### config.mk
export PLATFORM = sky130hd
export DESIGN_NAME = servo_pwm_slew_generator_core
export DESIGN_NICKNAME = d
export VERILOG_FILES = /design/src/sv/sps_pkg.sv /design/src/sv/sps_ctrl.sv /design/src/sv/sps_dp.sv /design/src/sv/servo_pwm_slew_generator_core.sv
export SDC_FILE = /design/constraint.sdc
export NUM_CORES = 1
export LEC_CHECK = 0
export BUFFER_PORTS_ARGS = -buffer_cell sky130_fd_sc_hd__buf_2
export CORE_MARGIN = 4
export CORE_UTILIZATION = 42
export CTS_CLUSTER_DIAMETER = 200
export DETAILED_ROUTE_END_ITERATION = 12
export GPL_TIMING_DRIVEN = 0
export PLACE_DENSITY = 0.6
export SLEW_MARGIN = 30
export SYNTH_ARGS = -nofsm -noshare
export SYNTH_HDL_FRONTEND = slang
export SYNTH_SLANG_ARGS = --single-unit
### constraint.sdc
create_clock -name aclk -period 10.75 [get_ports aclk]
set_clock_uncertainty 0.2 [all_clocks]
set_input_delay 0.5375 -clock aclk [delete_from_list [all_inputs] [get_ports aclk]]
set_output_delay 0.5375 -clock aclk [all_outputs]
set_load 0.02 [all_outputs]
### src/sv/sps_pkg.sv
// Shared types and constants for the servo PWM slew generator.
`default_nettype none

package sps_pkg;

    // Configuration register indexes
    localparam logic [2:0] REG_MIN_ANGLE    = 3'd0;
    localparam logic [2:0] REG_MAX_ANGLE    = 3'd1;
    localparam logic [2:0] REG_MIN_PULSE    = 3'd2;
    localparam logic [2:0] REG_MAX_PULSE    = 3'd3;
    localparam logic [2:0] REG_PERIOD_TICKS = 3'd4;
    localparam logic [2:0] REG_RAMP_STEP    = 3'd5;

    // Configuration reset values
    localparam logic [7:0]  RST_MIN_ANGLE    = 8'd0;
    localparam logic [7:0]  RST_MAX_ANGLE    = 8'd180;
    localparam logic [15:0] RST_MIN_PULSE    = 16'd500;
    localparam logic [15:0] RST_MAX_PULSE    = 16'd2500;
    localparam logic [15:0] RST_PERIOD_TICKS = 16'd20000;
    localparam logic [7:0]  RST_RAMP_STEP    = 8'd5;

    // State reset values
    localparam logic [15:0] RST_PULSE_WIDTH  = 16'd1500;
    localparam logic [7:0]  RST_STORED_ANGLE = 8'd90;

    // Angle span times pulse span fits 24 bits; one quotient bit per cycle
    localparam int DIV_STEPS   = 24;
    localparam int DIV_CNT_W   = $clog2(DIV_STEPS);

    // Controller to datapath commands
    typedef struct packed {
        logic load_in;
        logic clamp;
        logic mul;
        logic div_step;
        logic map;
        logic tick;
        logic ramp;
        logic out_load;
    } sps_cmd_t;

    // Datapath to controller status
    typedef struct packed {
        logic span_ok;
        logic ramp_due;
    } sps_stat_t;

endpackage

`default_nettype wire

### src/sv/sps_ctrl.sv
// Sequencing state machine: input/output handshakes and per-word step order.
`default_nettype none

module sps_ctrl (
    input  wire logic             aclk,
    input  wire logic             aresetn,
    input  wire logic             s_valid,
    input  wire logic             s_operation,
    output logic                  s_ready,
    output logic                  m_valid,
    input  wire logic             m_ready,
    output sps_pkg::sps_cmd_t     cmd,
    input  wire sps_pkg::sps_stat_t stat
);
    import sps_pkg::*;

    localparam logic [2:0] ST_IDLE  = 3'd0;
    localparam logic [2:0] ST_CLAMP = 3'd1;
    localparam logic [2:0] ST_MUL   = 3'd2;
    localparam logic [2:0] ST_DIV   = 3'd3;
    localparam logic [2:0] ST_MAP   = 3'd4;
    localparam logic [2:0] ST_TICK  = 3'd5;
    localparam logic [2:0] ST_RAMP  = 3'd6;
    localparam logic [2:0] ST_DONE  = 3'd7;

    logic [2:0]           state_reg, state_next;
    logic [DIV_CNT_W-1:0] div_cnt_reg, div_cnt_next;
    logic                 m_valid_reg, m_valid_next;
    logic                 out_free;

    assign out_free = !m_valid_reg || m_ready;
    assign s_ready  = (state_reg == ST_IDLE);
    assign m_valid  = m_valid_reg;

    // Decode state into datapath commands and pick the next state
    always_comb begin
        state_next   = state_reg;
        div_cnt_next = div_cnt_reg;
        cmd          = '0;
        case (state_reg)
            ST_IDLE: begin
                if (s_valid) begin
                    cmd.load_in = 1'b1;
                    state_next  = s_operation ? ST_CLAMP : ST_TICK;
                end
            end
            ST_CLAMP: begin
                cmd.clamp  = 1'b1;
                state_next = stat.span_ok ? ST_MUL : ST_MAP;
            end
            ST_MUL: begin
                cmd.mul      = 1'b1;
                div_cnt_next = '0;
                state_next   = ST_DIV;
            end
            ST_DIV: begin
                cmd.div_step = 1'b1;
                div_cnt_next = div_cnt_reg + 1'b1;
                if (div_cnt_reg == DIV_CNT_W'(DIV_STEPS - 1)) begin
                    state_next = ST_MAP;
                end
            end
            ST_MAP: begin
                cmd.map    = 1'b1;
                state_next = ST_DONE;
            end
            ST_TICK: begin
                cmd.tick   = 1'b1;
                state_next = stat.ramp_due ? ST_RAMP : ST_DONE;
            end
            ST_RAMP: begin
                cmd.ramp   = 1'b1;
                state_next = ST_DONE;
            end
            ST_DONE: begin
                if (out_free) begin
                    cmd.out_load = 1'b1;
                    state_next   = ST_IDLE;
                end
            end
            default: begin
                state_next = ST_IDLE;
            end
        endcase
    end

    // Hold the result word until the sink takes it
    always_comb begin
        if (cmd.out_load) begin
            m_valid_next = 1'b1;
        end else if (m_ready) begin
            m_valid_next = 1'b0;
        end else begin
            m_valid_next = m_valid_reg;
        end
    end

    always_ff @(posedge aclk) begin
        if (!aresetn) begin
            state_reg   <= ST_IDLE;
            div_cnt_reg <= '0;
            m_valid_reg <= 1'b0;
        end else begin
            state_reg   <= state_next;
            div_cnt_reg <= div_cnt_next;
            m_valid_reg <= m_valid_next;
        end
    end

endmodule

`default_nettype wire

### src/sv/sps_dp.sv
// Datapath: configuration, angle mapping with serial divider, PWM counter and ramp.
`default_nettype none

module sps_dp #(
    parameter int COUNT_WIDTH = 16
) (
    input  wire logic               aclk,
    input  wire logic               aresetn,
    input  wire sps_pkg::sps_cmd_t  cmd,
    output sps_pkg::sps_stat_t      stat,
    input  wire logic               s_operation,
    input  wire logic [7:0]         s_angle,
    input  wire logic               cfg_we,
    input  wire logic [2:0]         cfg_index,
    input  wire logic [15:0]        cfg_data,
    output logic                    m_pin_level,
    output logic [7:0]              m_angle_now,
    output logic [15:0]             m_pulse_now
);
    import sps_pkg::*;

    localparam int CMP_W = (COUNT_WIDTH > 16) ? COUNT_WIDTH : 16;

    // Configuration
    logic [7:0]  min_angle_reg, max_angle_reg, ramp_step_reg;
    logic [15:0] min_pulse_reg, max_pulse_reg, period_ticks_reg;

    // Item and state
    logic [7:0]             angle_in_reg;
    logic                   pin_reg, pin_next;
    logic [7:0]             stored_angle_reg, stored_angle_next;
    logic [7:0]             off_reg, off_next;
    logic                   neg_reg, neg_next;
    logic [23:0]            quo_reg, quo_next;
    logic [7:0]             rem_reg, rem_next;
    logic [15:0]            target_reg, target_next;
    logic [15:0]            pulse_reg, pulse_next;
    logic [COUNT_WIDTH-1:0] tick_reg, tick_next;
    logic                   low_reg, low_next;

    // Output word
    logic        out_pin_reg;
    logic [7:0]  out_angle_reg;
    logic [15:0] out_pulse_reg;

    logic [7:0]             clamp_hi, clamp_a, span_a;
    logic [15:0]            span_p_mag, low_len, diff, step16, delta;
    logic [8:0]             trial;
    logic [COUNT_WIDTH-1:0] tick_inc;
    logic                   hi_end, lo_end;

    assign span_a        = max_angle_reg - min_angle_reg;
    assign stat.span_ok  = (max_angle_reg > min_angle_reg);

    // Clamp to max first, then raise to min
    assign clamp_hi = (angle_in_reg > max_angle_reg) ? max_angle_reg : angle_in_reg;
    assign clamp_a  = (clamp_hi < min_angle_reg) ? min_angle_reg : clamp_hi;

    // Pulse span as sign and magnitude so the quotient truncates toward zero
    assign span_p_mag = (max_pulse_reg < min_pulse_reg) ? (min_pulse_reg - max_pulse_reg)
                                                        : (max_pulse_reg - min_pulse_reg);

    // Restoring divide step
    assign trial = {rem_reg, quo_reg[23]};

    // PWM phase ends
    assign tick_inc = tick_reg + 1'b1;
    assign low_len  = (period_ticks_reg > pulse_reg) ? (period_ticks_reg - pulse_reg) : 16'd1;
    assign hi_end   = (CMP_W'(tick_inc) >= CMP_W'(pulse_reg));
    assign lo_end   = (CMP_W'(tick_inc) >= CMP_W'(low_len));
    assign stat.ramp_due = low_reg && lo_end;

    // Ramp step limited to the remaining distance
    assign diff   = (pulse_reg < target_reg) ? (target_reg - pulse_reg)
                                             : (pulse_reg - target_reg);
    assign step16 = 16'(ramp_step_reg);
    assign delta  = (step16 < diff) ? step16 : diff;

    always_comb begin
        pin_next          = pin_reg;
        stored_angle_next = stored_angle_reg;
        off_next          = off_reg;
        neg_next          = neg_reg;
        quo_next          = quo_reg;
        rem_next          = rem_reg;
        target_next       = target_reg;
        pulse_next        = pulse_reg;
        tick_next         = tick_reg;
        low_next          = low_reg;

        // Set-angle words report a low pin
        if (cmd.load_in) begin
            pin_next = 1'b0;
        end
        if (cmd.clamp) begin
            stored_angle_next = clamp_a;
            off_next          = clamp_a - min_angle_reg;
            neg_next          = (max_pulse_reg < min_pulse_reg);
        end
        // Offset times pulse span, then shift through the divider
        if (cmd.mul) begin
            quo_next = 24'(off_reg) * 24'(span_p_mag);
            rem_next = '0;
        end
        if (cmd.div_step) begin
            if (trial >= {1'b0, span_a}) begin
                rem_next = 8'(trial - {1'b0, span_a});
                quo_next = {quo_reg[22:0], 1'b1};
            end else begin
                rem_next = trial[7:0];
                quo_next = {quo_reg[22:0], 1'b0};
            end
        end
        // Quotient magnitude never exceeds the pulse span, so the sum stays in range
        if (cmd.map) begin
            if (!stat.span_ok) begin
                target_next = min_pulse_reg;
            end else if (neg_reg) begin
                target_next = min_pulse_reg - quo_reg[15:0];
            end else begin
                target_next = min_pulse_reg + quo_reg[15:0];
            end
        end
        // Advance the period counter
        if (cmd.tick) begin
            tick_next = tick_inc;
            if (!low_reg) begin
                pin_next = 1'b1;
                if (hi_end) begin
                    tick_next = '0;
                    low_next  = 1'b1;
                end
            end else begin
                pin_next = 1'b0;
                if (lo_end) begin
                    tick_next = '0;
                    low_next  = 1'b0;
                end
            end
        end
        if (cmd.ramp) begin
            if (pulse_reg < target_reg) begin
                pulse_next = pulse_reg + delta;
            end else if (pulse_reg > target_reg) begin
                pulse_next = pulse_reg - delta;
            end
        end
    end

    // Configuration and state registers
    always_ff @(posedge aclk) begin
        if (!aresetn) begin
            min_angle_reg    <= RST_MIN_ANGLE;
            max_angle_reg    <= RST_MAX_ANGLE;
            min_pulse_reg    <= RST_MIN_PULSE;
            max_pulse_reg    <= RST_MAX_PULSE;
            period_ticks_reg <= RST_PERIOD_TICKS;
            ramp_step_reg    <= RST_RAMP_STEP;
            stored_angle_reg <= RST_STORED_ANGLE;
            target_reg       <= RST_PULSE_WIDTH;
            pulse_reg        <= RST_PULSE_WIDTH;
            tick_reg         <= '0;
            low_reg          <= 1'b0;
        end else begin
            if (cfg_we) begin
                case (cfg_index)
                    REG_MIN_ANGLE:    min_angle_reg    <= cfg_data[7:0];
                    REG_MAX_ANGLE:    max_angle_reg    <= cfg_data[7:0];
                    REG_MIN_PULSE:    min_pulse_reg    <= cfg_data;
                    REG_MAX_PULSE:    max_pulse_reg    <= cfg_data;
                    REG_PERIOD_TICKS: period_ticks_reg <= cfg_data;
                    REG_RAMP_STEP:    ramp_step_reg    <= cfg_data[7:0];
                    default: begin
                    end
                endcase
            end
            stored_angle_reg <= stored_angle_next;
            target_reg       <= target_next;
            pulse_reg        <= pulse_next;
            tick_reg         <= tick_next;
            low_reg          <= low_next;
        end
    end

    // Working and output payload registers
    always_ff @(posedge aclk) begin
        if (cmd.load_in) begin
            angle_in_reg <= s_operation ? s_angle : angle_in_reg;
        end
        pin_reg <= pin_next;
        off_reg <= off_next;
        neg_reg <= neg_next;
        quo_reg <= quo_next;
        rem_reg <= rem_next;
        if (cmd.out_load) begin
            out_pin_reg   <= pin_reg;
            out_angle_reg <= stored_angle_reg;
            out_pulse_reg <= pulse_reg;
        end
    end

    assign m_pin_level = out_pin_reg;
    assign m_angle_now = out_angle_reg;
    assign m_pulse_now = out_pulse_reg;

endmodule

`default_nettype wire

### src/sv/servo_pwm_slew_generator_core.sv
// Top level of the servo PWM generator with slew-limited pulse width.
//
//  channel   direction  handshake              payload
//  s_        in         s_valid / s_ready      s_operation, s_angle
//  m_        out        m_valid / m_ready      m_pin_level, m_angle_now, m_pulse_now
//  cfg_      in         cfg_valid / cfg_ready  cfg_index, cfg_data
//
// A tick word runs the tick state, then the ramp state when the period ends and the
// width ramps; a set-angle word runs clamp, multiply, the one-bit-per-cycle 24-step
// divider and map (clamp goes straight to map when the angle range is empty and no
// divide runs). One word is in work at a time; the next is taken once the result is
// loaded into the output register. A stalled sink holds the finished word in the
// last state. Synchronous active-low reset restores control, configuration and PWM
// state registers to defaults, not payload ones; config writes are always taken.
`default_nettype none

module servo_pwm_slew_generator_core #(
    parameter int COUNT_WIDTH = 16
) (
    input  wire logic        aclk,
    input  wire logic        aresetn,
    input  wire logic        s_valid,
    output logic             s_ready,
    input  wire logic        s_operation,
    input  wire logic [7:0]  s_angle,
    output logic             m_valid,
    input  wire logic        m_ready,
    output logic             m_pin_level,
    output logic [7:0]       m_angle_now,
    output logic [15:0]      m_pulse_now,
    input  wire logic        cfg_valid,
    output logic             cfg_ready,
    input  wire logic [2:0]  cfg_index,
    input  wire logic [15:0] cfg_data
);
    import sps_pkg::*;

    sps_cmd_t  cmd;
    sps_stat_t stat;

    assign cfg_ready = 1'b1;

    sps_ctrl u_ctrl (
        .aclk        (aclk),
        .aresetn     (aresetn),
        .s_valid     (s_valid),
        .s_operation (s_operation),
        .s_ready     (s_ready),
        .m_valid     (m_valid),
        .m_ready     (m_ready),
        .cmd         (cmd),
        .stat        (stat)
    );

    sps_dp #(
        .COUNT_WIDTH (COUNT_WIDTH)
    ) u_dp (
        .aclk        (aclk),
        .aresetn     (aresetn),
        .cmd         (cmd),
        .stat        (stat),
        .s_operation (s_operation),
        .s_angle     (s_angle),
        .cfg_we      (cfg_valid && cfg_ready),
        .cfg_index   (cfg_index),
        .cfg_data    (cfg_data),
        .m_pin_level (m_pin_level),
        .m_angle_now (m_angle_now),
        .m_pulse_now (m_pulse_now)
    );

`ifndef SYNTHESIS
    // One word in work: an accepted word blocks the input on the next cycle
    a_busy_after_accept: assert property (@(posedge aclk) disable iff (!aresetn)
        (s_valid && s_ready) |=> !s_ready)
        else $error("input ready while a word is in work");

    // A new result only appears while the input side is busy
    a_result_from_busy: assert property (@(posedge aclk) disable iff (!aresetn)
        (cmd.out_load) |-> !s_ready)
        else $error("result loaded while idle");

    // A ramp command only follows a tick command
    a_ramp_after_tick: assert property (@(posedge aclk) disable iff (!aresetn)
        cmd.ramp |-> $past(cmd.tick))
        else $error("ramp without a preceding tick");
`endif

endmodule

`default_nettype wire

; ---- Word level (Yosys, flattened, before mapping)
; Cells that the tools add are included.
[totals]
ff_bits = 213
output_inout_bits = 28
word_cells = 130
[op_classes]
multipliers = 1
muxes = 45
n_lt_le_gt_ge = 11
eq_ne = 16
reduce_logical = 20
add_sub_neg = 14
[op_table]
columns = operator, count
row1 = $mux 16, 11
row2 = $sub 16x16->16, 7
row3 = $mux 24, 2
row4 = $mux 8, 5
row5 = $add 16x16->16, 2
row6 = $ge 16x16->1, 2
row7 = $gt 16x16->1, 2
row8 = $lt 16x16->1, 2
row9 = $mul 8x16->24, 1
row10 = $sub 8x8->8, 3
row11 = $pmux 3 s7, 1
row12 = $mux 1, 20
row13 = $eq 3x3->1 const B, 6
row14 = $add 16x1->16 const B, 1
row15 = $gt 8x8->1, 2
row16 = $lt 8x16->1, 1
row17 = $reduce_and 2->1, 8
row18 = $mux 3, 5
row19 = $eq 3x2->1 const B, 4
row20 = $pmux 5 s2, 1
row21 = $reduce_bool 2->1, 5
row22 = $ge 9x8->1, 1
row23 = $lt 8x8->1, 1
row24 = $eq 3x1->1 const B, 2
row25 = other kinds (10), 12

; ---- Depth between registers and ports, before layout
; Gate-level depths: netlist of run 1.
[logic_depth]
word_depth = 7
ltp_mapped = 40
mapped_depth_nobuf = 36

; ---- Modules after synthesis
; A second synthesis of run 1 with hierarchy kept.
[unflattened]
cells_unflattened = 2441
hier_area_um2 = 20628.5
[modules_own_cells]
columns = mod, area_each_um2, seq_area_each_um2, cells_each, n_inst
row1 = sps_dp, 20054.2, 4834.6, 2374, 1
row2 = sps_ctrl, 563.0, 180.2, 65, 1
row3 = servo_pwm_slew_generator_core, 11.3, 0.0, 2, 1

; ---- Least setup slack after synthesis of run 1
; Ideal clock, no wire load.
[synth_timing]
kind = flip-flop to flip-flop
from = reg u_dp.min_pulse_reg[1]
to = reg u_dp.quo_reg[23] (data pin)
path_stages_with_launch = 32
synth_period_minus_slack_ps = 8170
slack_ps = 2580
arrival_time_ps = 7819
required_time_ps = 10398
path_cell_list = dfxtp_1 inv_1 fa_1 a21o_1 a21o_1 a21o_1 a211oi_1 o2111ai_1 a31o_2 a21oi_1 clkbuf_1 a31oi_1 xnor2_1 nand2b_1 fa_1 fa_1 inv_1 fa_1 inv_1 fa_1 inv_1 ha_1 a21boi_0 o21ai_0 nand2b_1 a31oi_1 o2111a_1 o31ai_1 a211oi_1 a21oi_1 or3_1 a31oi_1
[synth_between]
elab_chain_len = 5
word_cells_on_any_way = 7
cone_classes = 2 x add/sub / 1 x mul / 1 x order compare / 3 x mux
[synth_rtl]
columns = element, line_no
row1 = from (decl), sps_dp.sv:26  ; logic [15:0] min_pulse_reg, max_pulse_reg, period_ticks_reg;
row2 = from (signal assigned), sps_dp.sv:169  ; REG_MIN_PULSE: min_pulse_reg <= cfg_data;
row3 = "$sub 16x16->16, or another cell as far along", sps_dp.sv:61  ; : (max_pulse_reg - min_pulse_reg);
row4 = $mux 16 *, sps_dp.sv:60  ; assign span_p_mag = (max_pulse_reg < min_pulse_reg) ? (min_pulse_reg - max_pulse_reg)
row5 = $mul 8x16->24 *, sps_dp.sv:102  ; quo_next = 24'(off_reg) * 24'(span_p_mag);
row6 = $mux 24 *, sps_dp.sv:101  ; if (cmd.mul) begin
row7 = $mux 24 *, sps_dp.sv:105  ; if (cmd.div_step) begin
row8 = named net u_dp.quo_next[23], sps_dp.sv:34  ; logic [23:0] quo_reg, quo_next;
row9 = to (signal assigned), sps_dp.sv:193  ; quo_reg <= quo_next;
row10 = to (decl), sps_dp.sv:34
; The timed path passes the listed nets; every way through them passes the cells marked *. The select of a mux whose other input is x is not followed.
; A chain may end at the register's enable or synchronous reset.

; ---- Final worst setup path of run 1
[layout_timing]
from = reg u_dp.pulse_reg[9]
to = reg u_dp.pulse_reg[15]
[layout_between]
elab_chain_len = 7
word_cells_on_any_way = 13
cone_classes = 4 x add/sub / 3 x order compare / 4 x mux / 2 x reduce/logical
[layout_rtl]
columns = element, line_no
row1 = from (decl), sps_dp.sv:37  ; logic [15:0] pulse_reg, pulse_next;
row2 = from (signal assigned), sps_dp.sv:179  ; pulse_reg <= pulse_next;
row3 = "$sub 16x16->16, or another cell as far along", sps_dp.sv:75  ; : (pulse_reg - target_reg);
row4 = $mux 16, sps_dp.sv:74  ; assign diff = (pulse_reg < target_reg) ? (target_reg - pulse_reg)
row5 = $lt 8x16->1, sps_dp.sv:77  ; assign delta = (step16 < diff) ? step16 : diff;
row6 = $mux 16, sps_dp.sv:77
row7 = $sub 16x16->16, sps_dp.sv:145  ; pulse_next = pulse_reg - delta;
row8 = $mux 16, sps_dp.sv:144  ; end else if (pulse_reg > target_reg) begin
row9 = $mux 16, sps_dp.sv:142  ; if (pulse_reg < target_reg) begin
; Several ways; a longest one is shown, not always the timed one. The select of a mux whose other input is x is not followed.

==> results of run 1 <==
[per-stage QoR]
| step | utilization | hold WS (ns) | cell area (sq um) |
|---|---|---|---|
| 2_1_floorplan | - | 0.200 | 20300 |
| 3_3_place_gp | 0.448 | 0.210 | 21400 |
| 3_5_place_dp | 0.449 | 0.212 | 21400 |
| 4_1_cts | 0.469 | 0.0753 | 22400 |
| 5_1_grt | 0.470 | 0.0871 | 22400 |
| 6_report | 0.470 | 0.0806 | 22400 |
[final timing paths]
path,startpoint,to,slack [ns],cells after the start
worst min-delay path,cfg_data[14],u_dp.period_ticks_reg[14]$_SDFFE_PN1P_,0.08,3
worst max register to register,u_dp.pulse_reg[9]$_SDFFE_PN0P_,u_dp.pulse_reg[15]$_SDFFE_PN0P_,0.89,37
worst min register to register,u_dp.pin_reg$_SDFFCE_PN0P_,u_dp.m_pin_level$_DFFE_PP_,0.23,0
worst max-delay path,u_dp.pulse_reg[9]$_SDFFE_PN0P_,u_dp.pulse_reg[15]$_SDFFE_PN0P_,0.89,37
[cell usage in the layout, fill, tap and decap left out, types with 63 or more instances in the layout]
| cell type | count |
|---|---|
| sky130_fd_sc_hd__nand2_1 | 299 |
| sky130_fd_sc_hd__inv_1 | 241 |
| sky130_fd_sc_hd__ha_1 | 233 |
| sky130_fd_sc_hd__a21oi_1 | 143 |
| sky130_fd_sc_hd__dfxtp_1 | 138 |
| sky130_fd_sc_hd__nor2_1 | 118 |
| sky130_fd_sc_hd__fa_1 | 94 |
| sky130_fd_sc_hd__and2_1 | 90 |
| sky130_fd_sc_hd__o21ai_0 | 85 |
| sky130_fd_sc_hd__a21o_1 | 83 |
| sky130_fd_sc_hd__xnor2_1 | 80 |
| sky130_fd_sc_hd__edfxtp_1 | 75 |
| sky130_fd_sc_hd__clkbuf_1 | 72 |
| sky130_fd_sc_hd__buf_2 | 66 |
| sky130_fd_sc_hd__a21boi_0 | 63 |
[layout make-up]
class / instances / area (sq um)
clock buffer: 30 / 729
multi-input combinational: 1849 / 14100
clock inverter: 15 / 160
buffer: 85 / 349
tap: 615 / 769
sequential: 213 / 5010
fill: 4634 / 25300
timing repair buffer: 69 / 410
inverter: 242 / 908
[worst min-delay path, stage by stage]
cell,delay (ns)
sky130_fd_sc_hd__buf_2,0.13
sky130_fd_sc_hd__nand2_1,0.06
sky130_fd_sc_hd__nand3_1,0.07
[timing repair]
item | in CTS | in global routing
hold buffers | 8 | 0
hold endpoints to repair | 8 | 0
resized for setup | 0 | 0
[metal layers]
| metal | vias up | track usage |
|---|---|---|
| met1 | 8369 | 0.292 |
| met2 | 384 | 0.377 |
| met3 | 120 | 0.0322 |
| met5 | - | 0 |
| met4 | 2 | 0.0838 |
| li1 | 8462 | - |
[cell families after synthesis]
kind of cell / share of synthesized area
compound gates: 0.193
mux: 0.0231
xor+xnor: 0.0577
simple gates: 0.181
fa+ha+maj: 0.236
other cells: 0.000184
buf+inv: 0.0618
flops: 0.247
==> key figures, run 1 <==
Finish
  • Layout area overhead: 10.3%
  • Count of inserted antenna diode cells: 0
  • Share of layout cells above drive strength 1: 0.0615
  • Max FFs per register: 24
  • Total Nets Final: 2845
  • Final Instance Count excl. Fillers: 3118

Floorplan
  • Initial Utilization: 0.426
  • Die footprint: 52000 sq um
  • Site row count: 80
  • Chip Width: 228 um
  • Number of top-level design ports: 61
  • DIE HEIGHT: 228 um
  • Area of the placeable core: 47700 sq um

Route
  • DRC violation total after the first TritonRoute iteration: 1160
  • Via count: 17300
  • Via density per instance: 5.56
  • Mean routed wirelength per cell: 19.0 um
  • Wl on met1: 25700 um
  • Routed Antenna Nets: 0
  • Wire length on met3: 3090 um
  • # DRC: 0
  • Overall routed net length: 59200 um
  • Highest routed metal layer: met5
  • Drt first pass iters: 5
  • Detailed-routed wire length on met2: 27900 um

Timing
  • Setup repair after global routing missed its margin: false
  • Final worst setup slack: 0.888 ns
  • Slew at the pin with the worst max-slew slack: 1.04 ns
  • Slew margin rel.: 0.306
  • Post-route clock period utilization: 0.917
  • Final setup violation count: 0
  • Hold Fails Final Rpt: 0
  • Shortest period the worst path allows: 9.86 ns
  • Final-report max-slew violation count: 0
  • Fmax: 101 MHz
  • Sum of negative setup slack: 0 ns

CTS
  • Clock transition at the register clock pins on the worst setup and hold paths after CTS: 0.06 ns
  • Buffers inserted during post-CTS setup optimization: 0
  • CTS sink cnt: 213
  • TritonCTS clock tree: built
  • Clock latency of the later-clocked register in the worst-skew pair: 0.54 ns
  • H-tree Lvls: 1
  • CTS root buf: sky130_fd_sc_hd__clkbuf_16
  • Maximum clock path buffer count: 3
  • TritonCTS buffer count: 25

Logic synthesis
  • Flip-flop and latch count after synthesis: 213
  • Count of cell types in the netlist: 77
  • Cell taking the most area after synthesis: sky130_fd_sc_hd__ha_1
  • Primary flip-flop cell chosen by synthesis mapping: sky130_fd_sc_hd__dfxtp_1
  • Mapped Area: 20300 sq um
  • Share of synthesized registers carrying an async set or reset: 0
  • Largest cells by area after synthesis: sky130_fd_sc_hd__ha_1, sky130_fd_sc_hd__dfxtp_1, sky130_fd_sc_hd__edfxtp_1
  • Yosys warns: 0
  • Count leader, synth: sky130_fd_sc_hd__nand2_1
  • Syn avg cell area: 8.51 sq um
  • Number of enable flip-flop cells after synthesis: 75
  • Share of the yosys chip area belonging to registers: 0.247
  • Synthesized netlist net count: 2749
  • Commonest cells post-synth: sky130_fd_sc_hd__nand2_1, sky130_fd_sc_hd__inv_1, sky130_fd_sc_hd__ha_1, sky130_fd_sc_hd__a21oi_1, sky130_fd_sc_hd__dfxtp_1
  • Proportion of netlist area held by the largest area contributor: 0.143
  • Number of standard cells after synthesis: 2389

Worst setup path
  • Startpoint-to-endpoint class of the critical path: reg2reg
  • Critical path buffer and inverter count: 7
  • Capturing element type of the critical path: flip-flop
  • Delay of the slowest critical-path stage: 0.71 ns
  • Slowest stage cell on the critical path: sky130_fd_sc_hd__a2111oi_0
  • Arr. time, crit path: 10.13 ns
  • Critical path's top delay family: compound AO/OA/AOI/OAI gates
  • Max FO, Critical Path: 10
  • Critical path's most frequent cell: sky130_fd_sc_hd__ha_1
  • Data required, critical path: 11.02 ns
  • Startpoint class of the critical path: flip-flop

Global route
  • Maximum number of pins on one net before global-route repair: 37
  • First-pass GRT wire length: 94100 um
  • Number of antenna violations at the first check in global routing: 1
  • Via count of the first global-routing pass: 17100
  • Grt total ovfl: 0
  • Global Route Usage Sum: 0.223

Placement
  • Weighted congestion at the end of routability-driven global placement: 0.949
  • Number of buffer cells added on primary ports: 59
  • Hpwl dp: 47800 um
  • Number of instances in the placed design: 3065
  • Worst slack at placement: 0.944 ns

Worst hold path
  • Hold Crit Class: in2reg

Job
  • Max cap viols: 0

Outcome
  • Outcome: complete, no violations
Power of run 1 is left out: the tool's default activity adds up to more than one toggle a clock period on the data nets, which glitch-free logic cannot reach.
==> inputs of run 2 (changes only) <==
--- a/config.mk
+++ b/config.mk
@@ -5,13 +5,14 @@
 export SDC_FILE = /design/constraint.sdc
 export NUM_CORES = 1
 export LEC_CHECK = 0
+export ABC_CLOCK_PERIOD_IN_PS = 9200
 export BUFFER_PORTS_ARGS = -buffer_cell sky130_fd_sc_hd__buf_2
 export CORE_MARGIN = 4
-export CORE_UTILIZATION = 42
+export CORE_UTILIZATION = 35
 export CTS_CLUSTER_DIAMETER = 200
 export DETAILED_ROUTE_END_ITERATION = 12
 export GPL_TIMING_DRIVEN = 0
-export PLACE_DENSITY = 0.6
+export PLACE_DENSITY = 0.52
 export SLEW_MARGIN = 30
 export SYNTH_ARGS = -nofsm -noshare
 export SYNTH_HDL_FRONTEND = slang
==> constraint.sdc (replaced) <==
create_clock -name aclk -period 9.2 [get_ports aclk]
set_clock_uncertainty 0.2 [all_clocks]
set_input_delay 0.46 -clock aclk [delete_from_list [all_inputs] [get_ports aclk]]
set_output_delay 0.46 -clock aclk [all_outputs]
set_load 0.02 [all_outputs]
==> key figures, run 2 (synthesized netlist as in run 1, its figures left out) <==
Global route
  • Via count of the first global-routing pass: 17200
  • Global Route Usage Sum: 0.193
  • Grt total ovfl: 0
  • Number of antenna violations at the first check in global routing: 0
  • First-pass GRT wire length: 96400 um
  • Maximum number of pins on one net before global-route repair: 31

Worst setup path
  • First element of the critical path: u_dp.min_pulse_reg[0]$_SDFFE_PN0P_
  • Critical path's top delay family: adder cells
  • Delay of the slowest critical-path stage: 0.65 ns
  • Arr. time, crit path: 8.89 ns
  • Slowest stage cell on the critical path: sky130_fd_sc_hd__xnor2_1
  • Critical R2R Capture: u_dp.quo_reg[22]$_DFFE_PP_
  • Beginning of the worst register-to-register path: u_dp.min_pulse_reg[0]$_SDFFE_PN0P_
  • Critical path buffer and inverter count: 4
  • Critical path's most frequent cell: sky130_fd_sc_hd__fa_1
  • R2R cell count: 29
  • Number of logic stages on the critical path including buffering: 29
  • Max FO, Critical Path: 10
  • Worst reg-to-reg setup slack: 0.40 ns
  • Startpoint class of the critical path: flip-flop
  • End point of the critical path: u_dp.quo_reg[22]$_DFFE_PP_
  • Capturing element type of the critical path: flip-flop
  • Startpoint-to-endpoint class of the critical path: reg2reg
  • Data required, critical path: 9.29 ns

Placement
  • Number of buffer cells added on primary ports: 59
  • Hpwl dp: 50500 um
  • Weighted congestion at the end of routability-driven global placement: 0.923

Finish
  • Share of layout cells above drive strength 1: 0.0849
  • Count of inserted antenna diode cells: 0
  • Max FFs per register: 24
  • Most frequent standard cell in the layout excluding fill and tap cells: sky130_fd_sc_hd__nand2_1
  • Final cell utilization of the core: 0.401
  • Most frequent cells in the layout: sky130_fd_sc_hd__nand2_1, sky130_fd_sc_hd__inv_1, sky130_fd_sc_hd__ha_1, sky130_fd_sc_hd__a21oi_1, sky130_fd_sc_hd__dfxtp_1
  • Total Nets Final: 2861
  • Layout area overhead: 13.7%

Timing
  • Final setup violation count: 0
  • Fmax: 114 MHz
  • Post-route clock period utilization: 0.957
  • Hold Fails Final Rpt: 0
  • Shortest period the worst path allows: 8.80 ns
  • Slew margin rel.: 0.339
  • Final-report max-slew violation count: 0
  • Min Hold Slack: 0.0345 ns
  • Slew at the pin with the worst max-slew slack: 0.991 ns

Floorplan
  • Number of top-level design ports: 61
  • Initial Utilization: 0.353
  • Die footprint: 62000 sq um
  • Chip Width: 249 um
  • Site row count: 88
  • Area of the placeable core: 57600 sq um
  • DIE HEIGHT: 249 um

CTS
  • Clock latency of the later-clocked register in the worst-skew pair: 0.56 ns
  • Clock transition at the register clock pins on the worst setup and hold paths after CTS: 0.06 ns
  • CTS sink cnt: 213
  • CTS root buf: sky130_fd_sc_hd__clkbuf_16
  • TritonCTS clock tree: built
  • Maximum clock path buffer count: 3
  • TritonCTS buffer count: 27
  • H-tree Lvls: 1

Route
  • Via density per instance: 5.28
  • Via count: 17300
  • DRC violation total after the first TritonRoute iteration: 989
  • Drt first pass iters: 6
  • Mean routed wirelength per cell: 18.9 um
  • # DRC: 0
  • Routed Antenna Nets: 0
  • Overall routed net length: 62000 um

Job
  • Max cap viols: 0

Outcome
  • Outcome: complete, no violations

Worst hold path
  • Hold Crit Class: in2reg
-- run 2: cell count changes in the layout (fill, tap and decap cells not counted), moves of 4 or more --
cell                        before  now
sky130_fd_sc_hd__buf_4           2   14
sky130_fd_sc_hd__clkbuf_16      29   33
sky130_fd_sc_hd__clkbuf_8        0    4
sky130_fd_sc_hd__clkinv_4        5    0
sky130_fd_sc_hd__dfxtp_1       138  129
sky130_fd_sc_hd__dfxtp_2         0    9
sky130_fd_sc_hd__xnor2_1        80   71
sky130_fd_sc_hd__xnor2_2         1   10
-- run 2: repair_timing --
item / 4_1_cts / 5_1_grt
pin swaps: 3 / 6
hold buffers: 11 / 0
gates resized for setup: 20 / 42
endpoints found under the setup margin: 14 / 11
endpoints found under the hold margin: 17 / 0
buffers inserted: 3 / 8
-- run 2: worst reg2reg max path: cells and delay by family, from the launching register on --
kind | cells | cell delay (ns)
buffers and inverters | 4 | 0.45
adders and majority gates | 7 | 2.99
DFF | 1 | 0.40
and+or+nand+nor | 3 | 0.72
muxes | 1 | 0.11
AOI/OAI and AO/OA | 12 | 2.83
xor gates and xnor gates | 2 | 0.83
-- run 2: area by class of cell --
| cell class | count | area [sq um] |
|---|---|---|
| buffer | 84 | 357 |
| clock buffer | 40 | 892 |
| clock inverter | 10 | 114 |
| fill | 5846 | 34500 |
| inverter | 242 | 912 |
| multi-input combinational | 1849 | 14300 |
| sequential | 213 | 5030 |
| tap | 765 | 957 |
| timing repair buffer | 84 | 543 |
-- run 2: how the worst min path moves through the flow --
stage                                                from                                     to  slack [ns]  depth (start not counted)
detailed placement  u_dp.stored_angle_reg[5]$_SDFFE_PN0N_          u_dp.m_angle_now[5]$_DFFE_PP_        0.21                          0
CTS                                          cfg_data[12]    u_dp.max_pulse_reg[12]$_SDFFE_PN0P_       0.007                          3
global route                                 cfg_data[12]    u_dp.max_pulse_reg[12]$_SDFFE_PN0P_        0.03                          3
finish                                        cfg_data[8]  u_dp.period_ticks_reg[8]$_SDFFE_PN0P_        0.03                          3
global placement               u_dp.pin_reg$_SDFFCE_PN0P_             u_dp.m_pin_level$_DFFE_PP_        0.21                          0
floorplan           u_dp.stored_angle_reg[2]$_SDFFE_PN0N_          u_dp.m_angle_now[2]$_DFFE_PP_        0.20                          0
-- run 2: stage by stage --
stage	worst slack, ns	TNS [ns]	instances	instance area, sq um
finish	0.397	0	3287	23100
global route	-0.0222	-0.0240	3287	23100
CTS	0.00438	0	3280	22900
detailed placement	-0.759	-4.69	3216	21700
global placement	-0.760	-5.37	3213	21600
floorplan	1.03	0	2389	20300
-- run 2: per-layer routing --
metal  vias to the layer above  wire length (um)  global-route usage  share of wire
met5                         -                 0                   0              0
met4                         0              1810              0.0510          0.029
met3                       102              2790              0.0262          0.045
li1                       8474                 -                   -              -
met1                      8415             27800               0.256           0.45
met2                       351             29600               0.333           0.48
Power of run 2 is left out for the same reason.
==> inputs of run 3 (changes only) <==
--- a/config.mk
+++ b/config.mk
@@ -11,7 +11,7 @@
 export CORE_UTILIZATION = 35
 export CTS_CLUSTER_DIAMETER = 200
 export DETAILED_ROUTE_END_ITERATION = 12
-export GPL_TIMING_DRIVEN = 0
+export GPL_TIMING_DRIVEN = 1
 export PLACE_DENSITY = 0.52
 export SLEW_MARGIN = 30
 export SYNTH_ARGS = -nofsm -noshare
==> key figures, run 3 (synthesized netlist as in run 1, its figures left out) <==
Global route
  • Via count of the first global-routing pass: 17000
  • First-pass GRT wire length: 94200 um
  • Grt total ovfl: 0
  • Global Route Usage Sum: 0.187
  • Number of antenna violations at the first check in global routing: 1
  • Maximum number of pins on one net before global-route repair: 79

Worst setup path
  • Capturing element type of the critical path: flip-flop
  • Critical path's most frequent cell: sky130_fd_sc_hd__fa_1
  • Worst reg-to-reg setup slack: 0.51 ns
  • Max FO, Critical Path: 9
  • Slowest stage cell on the critical path: sky130_fd_sc_hd__fa_1
  • Arr. time, crit path: 8.81 ns
  • Startpoint-to-endpoint class of the critical path: reg2reg
  • Beginning of the worst register-to-register path: u_dp.min_pulse_reg[1]$_SDFFE_PN0P_
  • Delay of the slowest critical-path stage: 0.56 ns
  • First element of the critical path: u_dp.min_pulse_reg[1]$_SDFFE_PN0P_
  • Startpoint class of the critical path: flip-flop
  • Critical R2R Capture: u_dp.quo_reg[22]$_DFFE_PP_
  • R2R cell count: 29
  • Data required, critical path: 9.32 ns

Route
  • Routed Antenna Nets: 0
  • DRC violation total after the first TritonRoute iteration: 1021
  • Overall routed net length: 59200 um
  • Via density per instance: 5.22
  • Via count: 16900
  • Mean routed wirelength per cell: 18.3 um
  • Drt first pass iters: 5
  • # DRC: 0

Floorplan
  • Die footprint: 62000 sq um
  • Number of top-level design ports: 61
  • DIE HEIGHT: 249 um
  • Initial Utilization: 0.353
  • Chip Width: 249 um
  • Site row count: 88
  • Area of the placeable core: 57600 sq um

CTS
  • CTS root buf: sky130_fd_sc_hd__clkbuf_16
  • H-tree Lvls: 1
  • Maximum clock path buffer count: 3
  • Clock latency of the later-clocked register in the worst-skew pair: 0.57 ns
  • TritonCTS buffer count: 29
  • Clock transition at the register clock pins on the worst setup and hold paths after CTS: 0.06 ns
  • TritonCTS clock tree: built
  • CTS sink cnt: 213

Finish
  • Final-layout fill cell count: 5873
  • Layout area overhead: 11.9%
  • Most frequent standard cell in the layout excluding fill and tap cells: sky130_fd_sc_hd__nand2_1
  • Share of layout cells above drive strength 1: 0.0804
  • Max FFs per register: 24
  • Non-Filler Cell Area, Final: 22700 sq um
  • Count of inserted antenna diode cells: 0
  • Total Nets Final: 2813
  • Most frequent cells in the layout: sky130_fd_sc_hd__nand2_1, sky130_fd_sc_hd__inv_1, sky130_fd_sc_hd__ha_1, sky130_fd_sc_hd__a21oi_1, sky130_fd_sc_hd__dfxtp_1

Timing
  • Final-report max-slew violation count: 0
  • Hold Fails Final Rpt: 0
  • Slew at the pin with the worst max-slew slack: 0.955 ns
  • Shortest period the worst path allows: 8.69 ns
  • Post-route clock period utilization: 0.945
  • Slew margin rel.: 0.363
  • Sum of negative setup slack: 0 ns
  • Final setup violation count: 0
  • Fmax: 115 MHz
  • Final worst setup slack: 0.510 ns
  • Setup repair after global routing missed its margin: false

Worst hold path
  • Terminating pin of the worst hold path: u_dp.period_ticks_reg[8]$_SDFFE_PN0P_
  • Worst min-delay path startpoint: cfg_data[8]
  • Worst hold stages: 3
  • Hold Crit Class: in2reg

Job
  • Max cap viols: 0

Outcome
  • Outcome: complete, no violations

Placement
  • Number of buffer cells added on primary ports: 59
  • Weighted congestion at the end of routability-driven global placement: 0.878
  • Worst slack at placement: 0.377 ns
  • Placed cell area: 21600 sq um
  • Hpwl dp: 47000 um
## run 3: worst max path at each step
| stage | to | slack [ns] |
|---|---|---|
| floorplan | u_dp.quo_reg[23]$_DFFE_PP_ | 1.03 |
| global placement | u_dp.quo_reg[23]$_DFFE_PP_ | 0.50 |
| detailed placement | u_dp.quo_reg[23]$_DFFE_PP_ | 0.38 |
| CTS | u_dp.quo_reg[23]$_DFFE_PP_ | 0.31 |
| global route | u_dp.pulse_reg[15]$_SDFFE_PN0P_ | 0.02 |
| finish | u_dp.quo_reg[22]$_DFFE_PP_ | 0.51 |
## run 3: layout make-up
cell class                      count  area, sq um  area share
Multi-Input combinational cell   1849        14100       0.621
Sequential cell                   213         5020       0.221
Tap cell                          765          957      0.0421
Inverter                          242          908      0.0399
Timing Repair Buffer              118          766      0.0337
Clock buffer                       33          751      0.0330
Clock inverter                     21          226     0.00996
## run 3: through the flow
stage,instances,utilization,hold slack (ns)
6_report,3241,0.395,0.0299
5_1_grt,3241,0.395,0.0181
4_1_cts,3240,0.394,0.00218
3_5_place_dp,3176,0.375,0.210
3_3_place_gp,3176,0.375,0.205
2_1_floorplan,2389,-,0.200
## run 3: layer usage
layer | up-vias | share of wire | track usage
met5 | - | 0 | 0
met4 | 0 | 0.023 | 0.0383
met3 | 71 | 0.045 | 0.0276
met2 | 332 | 0.47 | 0.317
met1 | 8108 | 0.46 | 0.253
li1 | 8393 | - | -
## run 3: critical path: cells and delay by family (launching register included)
kind            cells  cell delay, ns
xor+xnor            2            0.51
simple gates        4            1.15
compound gates     13            2.95
flops               1            0.48
fa+ha+maj           6            2.66
buf+inv             4            0.47
## run 3: what timing repair did
| action | CTS | global route |
|---|---|---|
| resized for setup | 0 | 6 |
| endpoints found under the hold margin | 11 | 0 |
| setup buffers | 0 | 1 |
| hold buffers | 10 | 0 |
| setup endpoints to repair | 0 | 6 |
Power of run 3 is left out for the same reason.
